`config.mk`:
```
export PLATFORM = sky130hd
export DESIGN_NAME = ffpa_cell
export DESIGN_NICKNAME = d
export VERILOG_FILES = /design/src/rtl/ffpa_pkg.sv /design/src/rtl/ffpa_cell.sv
export SDC_FILE = /design/constraint.sdc
export NUM_CORES = 1
export LEC_CHECK = 0
export BUFFER_PORTS_ARGS = -buffer_cell sky130_fd_sc_hd__clkbuf_2
export CORE_MARGIN = 5
export CORE_UTILIZATION = 40
export CTS_BUF_LIST = sky130_fd_sc_hd__clkbuf_4 sky130_fd_sc_hd__clkbuf_8 sky130_fd_sc_hd__clkbuf_16
export CTS_CLUSTER_DIAMETER = 100
export DETAILED_ROUTE_END_ITERATION = 8
export GPL_ROUTABILITY_DRIVEN = 1
export PLACE_DENSITY_LB_ADDON = 0.12
export SLEW_MARGIN = 25
export SYNTH_ARGS = -nofsm -noshare
export SYNTH_HDL_FRONTEND = slang
export SYNTH_SLANG_ARGS = --single-unit
```
`constraint.sdc`:
```
create_clock -name clk -period 1.6 [get_ports clk]
set_input_delay 0.24 -clock clk [delete_from_list [all_inputs] [get_ports clk]]
set_output_delay 0.24 -clock clk [all_outputs]
set_load 0.02 [all_outputs]
```
`src/rtl/ffpa_pkg.sv`:
```
package ffpa_pkg;

	localparam int POOL_CAPACITY_DEF   = 4096;
	localparam int HEADER_BYTES_DEF    = 16;
	localparam int MIN_SPLIT_BYTES_DEF = 32;
	localparam int MAX_BLOCKS_DEF      = 64;

	localparam int POOL_MIN   = 64;
	localparam int RESET_POOL = 4096;

	localparam int SIZE_W = 12;
	localparam int ADDR_W = 12;
	localparam int CFG_W  = 13;

	typedef enum logic {
		ACT_ALLOC,
		ACT_FREE
	} action_t;

	typedef enum logic [1:0] {
		STAT_OK,
		STAT_NO_FIT,
		STAT_OUT_OF_POOL,
		STAT_NOT_BLOCK
	} status_t;

	typedef struct packed {
		action_t             action;
		logic [SIZE_W-1:0]   req_size;
		logic [ADDR_W-1:0]   free_addr;
	} in_item_t;

	typedef struct packed {
		logic [ADDR_W-1:0]   data_addr;
		status_t             status;
	} out_item_t;

	typedef enum logic [2:0] {
		CELL_HOLD,
		CELL_SET_LEN,
		CELL_LOAD_NEW,
		CELL_FROM_LEFT,
		CELL_FROM_RIGHT,
		CELL_CLEAR
	} cell_op_t;

	typedef enum logic [2:0] {
		S_INIT,
		S_IDLE,
		S_CMP,
		S_PICK,
		S_GATHER,
		S_APPLY,
		S_SHIFT
	} state_t;

	typedef struct packed {
		logic cap_vec;
		logic use_hit;
		logic cap_sel;
		logic cap_nbr;
	} pick_ctl_t;

endpackage

```
`src/rtl/ffpa_cell.sv`:
```
module ffpa_cell #(
	parameter int AW = 13,
	parameter int XW = 14
) (
	input  logic                          clk,
	input  logic                          arst_n,
	input  ffpa_pkg::cell_op_t            op,
	input  logic [AW-1:0]                 set_len,
	input  logic                          set_used,
	input  logic [AW-1:0]                 new_start,
	input  logic [AW-1:0]                 new_len,
	input  logic                          new_used,
	input  logic [AW-1:0]                 lft_start,
	input  logic [AW-1:0]                 lft_len,
	input  logic                          lft_used,
	input  logic                          lft_valid,
	input  logic [AW-1:0]                 rgt_start,
	input  logic [AW-1:0]                 rgt_len,
	input  logic                          rgt_used,
	input  logic                          rgt_valid,
	input  logic [ffpa_pkg::SIZE_W-1:0]   size,
	input  logic [AW-1:0]                 hdr,
	output logic [AW-1:0]                 start,
	output logic [AW-1:0]                 len,
	output logic                          used,
	output logic                          valid,
	output logic                          fit,
	output logic                          hit
);
	import ffpa_pkg::*;

	logic [AW-1:0] start_q;
	logic [AW-1:0] len_q;
	logic          used_q;
	logic          valid_q;

	always_ff @(posedge clk or negedge arst_n) begin
		if (!arst_n) begin
			valid_q <= 1'b0;
		end else begin
			case (op)
				CELL_LOAD_NEW:   valid_q <= 1'b1;
				CELL_FROM_LEFT:  valid_q <= lft_valid;
				CELL_FROM_RIGHT: valid_q <= rgt_valid;
				CELL_CLEAR:      valid_q <= 1'b0;
				default:         valid_q <= valid_q;
			endcase
		end
	end

	always_ff @(posedge clk) begin
		case (op)
			CELL_SET_LEN: begin
				len_q  <= set_len;
				used_q <= set_used;
			end
			CELL_LOAD_NEW: begin
				start_q <= new_start;
				len_q   <= new_len;
				used_q  <= new_used;
			end
			CELL_FROM_LEFT: begin
				start_q <= lft_start;
				len_q   <= lft_len;
				used_q  <= lft_used;
			end
			CELL_FROM_RIGHT: begin
				start_q <= rgt_start;
				len_q   <= rgt_len;
				used_q  <= rgt_used;
			end
			default: begin
			end
		endcase
	end

	assign start = start_q;
	assign len   = len_q;
	assign used  = used_q;
	assign valid = valid_q;
	assign fit   = valid_q & ~used_q & (XW'(len_q) >= XW'(size));
	assign hit   = valid_q & (start_q == hdr);

endmodule

```
==> Flow_metrics.wiki <==
{| class="wikitable"
! Metric !! Value
|-
| Number of nets at the end of the flow || just over 500
|-
| Most instantiated cells after synthesis || nand2_1 (31), edfxtp_1 (27), nor2_1 (18), inv_1 (15)
|-
| Crit-path max FO || 2
|-
| Drt wl/cell || 14.4 µm
|-
| Max-slew violation total from the final report || 0
|-
| Global placement routability congestion || between 0.7 and 0.8
|-
| Cell taking the most area after synthesis || edfxtp_1
|-
| Critical path endpoint category || output port
|-
| Worst Setup Path Type || reg -> out
|-
| Max-capacitance violation count || 0
|-
| Highest clock frequency the design can meet || slightly above 0.5 GHz
|-
| Drt first-iter violations || 63
|-
| Post-layout min period || 1.95 ns
|-
| Final Skew || 0 ns
|-
| Detailed-route vias per instance || 4.79
|-
| Total leakage power || about 0.0016 µW
|-
| DIE AREA || 6430 µm²
|-
| Number of cell rows || 25
|-
| Count of pins on the block boundary || around 160
|-
| Slowest cell on the critical path || edfxtp_1
|-
| Commonest register cell after synthesis || edfxtp_1
|-
| Data arrival time of the critical path || approximately 1.7 ns
|-
| Critical Path Source Type || register
|-
| Maximum vdd ir drop || between 400 and 500 µV
|-
| Average cell area after synthesis || a little over 10 µm²
|-
| Setup violators final || 2
|-
| Biggest cell delay along the critical path || around 0.40 ns
|-
| Yosys synthesis warning count || 0
|-
| Number of antenna violations at the first check in global routing || 0
|-
| Main combinational cell family by area after synthesis || compound AO/OA/AOI/OAI gates
|-
| # port buffers || around 160
|-
| Leftover overflow at the end of global routing || 0
|-
| Least-Margin Pin Slew || roughly 0.26 ns
|-
| Worst hold path class || in -> reg
|-
| Number of remaining DRC errors || 0
|-
| Area of combinational cells with multiple inputs || around 1100 µm²
|-
| Vias in the first global route || between 2,000 and 2,500
|-
| Final hold violation count || 0
|-
| Maximum number of pins on one net before global-route repair || 24
|-
| Clock Root Buffer || clkbuf_8
|-
| Number of vias after detailed routing || just over 2,000
|-
| Post-synthesis share of cell area spent on and, or, nand and nor gates || a little over an eighth
|-
| Distinct cells, synth || 32
|-
| Filler cell count in the final layout || around 430
|-
| Global-route wire length before repair || 9470 µm
|-
| Worst setup slack before clock tree synthesis || -0.146 ns
|-
| Most congested layer reported by global routing || met2
|-
| Cell with the most instances after synthesis || nand2_1
|-
| Flip-flop and latch count after synthesis || 28
|-
| CTS tree || yes
|-
| Layout Area Growth over Synthesis || 54.1%
|-
| Synthesized Nets || 335
|-
| GRT met2 Usage || between 30 and 40%
|-
| Endpoint required time on the critical path || ~1.4 ns
|-
| Met1 global-route usage || 23.1%
|-
| Initial core utilization || ~41%
|-
| Clock latency on the worst-skew pair || 0.26 ns
|-
| Result of the run || finished, violations left
|-
| Power Density || 732 nW/µm²
|-
| CTS Buf Count || 3
|-
| Synth Cell Area || about 2000 µm²
|-
| Number of levels in the clock H-tree || 1
|-
| Portion of synthesized cell area occupied by the leading cell type || between 40% and 50%
|-
| Ys async rst share || between 3 and 4%
|-
| Met3 track demand over resource || roughly 5.0%
|-
| Ordered cell list for the critical path || ha_1, nand2_1, nor4_4, o31ai_1, o211ai_1, buf_4
|-
| Clock-pin slew on the worst setup and hold paths || around 0.09 ns
|-
| Number of antenna cells inserted || 0
|-
| RSZ-0062 raised after global routing || true
|-
| Share of cell area taken by muxes after synthesis || about 7.1%
|-
| HPWL reported at the end of detailed placement || roughly 5400 µm
|-
| Worst hold margin || around 0.23 ns
|-
| Fraction of layout instances using a drive strength above 1 || between 50% and 60%
|-
| Width of the die || around 80 µm
|-
| Area taken by flip-flops and latches || roughly 840 µm²
|-
| Most area-consuming cells after synthesis || edfxtp_1 (41%), ha_1 (7.6%), a221o_1 (7.1%)
|-
| CTS sink count || 28
|-
| Share of the synthesized area in compound gates (AO/OA/AOI/OAI) || between 15 and 20%
|-
| Crit path setup slack, layout || -0.349 ns
|-
| Violations in the final reports || negative setup slack
|-
| Synth Instances || around 200
|-
| ANT nets after route || 0
|-
| Total Neg Setup Slack || -0.484 ns
|-
| Normalized max-slew margin || ~82%
|-
| Y dimension of the die || ~80 µm
|-
| Bufs on Longest Clock Path || 2
|-
| Adder-cell share of the synthesized area || ~7.6%
|-
| Routed Wire Length || roughly 6200 µm
|-
| Core ar. || between 4000 and 5000 µm²
|-
| Fin crit share || 122%
|-
| Sequential fraction of the synthesis area || a little over two fifths
|-
| Aggregate global-route resource usage || a little under a fifth
|-
| Xor/xnor cell area share of the yosys netlist || between 6 and 7%
|-
| First-pass iteration count of the detailed router || 4
|-
| Post-synth EDFFs || 27
|}
## per-stage QoR
step                area, µm²  util (%)  cells  total power (µW)
floorplan                2000         -    196              1440
global placement         2950      62.0    425              1810
detailed placement       2950      62.0    425              1830
CTS                      3020      63.6    431              2240
global route             3040      63.9    431              2370
finish                   3040      63.9    431              2220
## power by group
| part | switching [µW] | total [µW] | internal [µW] | leakage (µW) |
|---|---|---|---|---|
| Combinational | 439 | 833 | 394 | 0.00130 |
| Sequential | 63.9 | 991 | 927 | 0.000271 |
| Clock | 205 | 400 | 195 | 0.0000262 |
## worst max-delay path, delay by kind of cell, from the launching register on
kind	cells	cell delay [ns]
AO/OA/AOI/OAI	2	0.21
adder cells (fa/ha/maj)	1	0.31
buffers and inverters	1	0.17
flip-flops	1	0.40
AND/OR/NAND/NOR	2	0.36
## path summary, 6_finish.rpt
path,startpoint,endpoint,slack [ns],cells past startpoint
max,len[6],fit,-0.35,6
min,new_start[10],start[10],0.23,3
max reg2reg,valid,valid,0.62,3
min reg2reg,valid,valid,0.70,3
max in group asynchronous,arst_n,valid,1.24,2
min in group asynchronous,arst_n,valid,0.27,2
## final cells by class
cell class | instances | share of cell area, %
multi-input combinational | 143 | 35.1
tap | 67 | 2.76
clock buffer | 4 | 1.61
sequential | 28 | 27.5
inverter | 15 | 1.85
timing repair buffer | 174 | 31.2
## registers in the layout, indices dropped and copies added, names as in the netlist
register and flops:
len 13, valid 1, start 13, used 1
## cells by family (layout without fill, tap and decap cells)
kind of cell	after synthesis	after routing
and+or+nand+nor	62	62
AOI/OAI and AO/OA	41	41
DFF	28	28
buffers and inverters	25	193
xor gates and xnor gates	14	14
muxes	14	14
adders and majority gates	12	12
## routing by layer
| layer | up-vias | share of wire [%] |
|---|---|---|
| met5 | - | 0 |
| li1 | 1057 | - |
| met4 | 0 | 0.45 |
| met3 | 2 | 8.2 |
| met1 | 920 | 41 |
| met2 | 84 | 50 |
## placed cells by master, fill, tap and decap left out, types with 2 or more instances in the layout
master	n
clkbuf_2	154
nand2_1	31
edfxtp_1	27
nor2_1	18
buf_4	17
inv_1	15
mux2i_1	14
a221o_1	14
a22oi_1	13
ha_1	11
xnor2_1	9
a21oi_1	4
xor2_1	4
nand3_1	3
nand4_1	3
clkbuf_8	3
a21oi_2	2
o21ai_0	2
buf_12	2
## what timing repair did
item | in CTS | in global routing
gates resized for setup | 3 | 4
endpoints found under the setup margin | 2 | 2
buffers inserted | 1 | 0
hold endpoints to repair | 1 | 0
hold buffers | 1 | 0
pin swaps | 2 | 1
(Power assumes the default switching activity.)
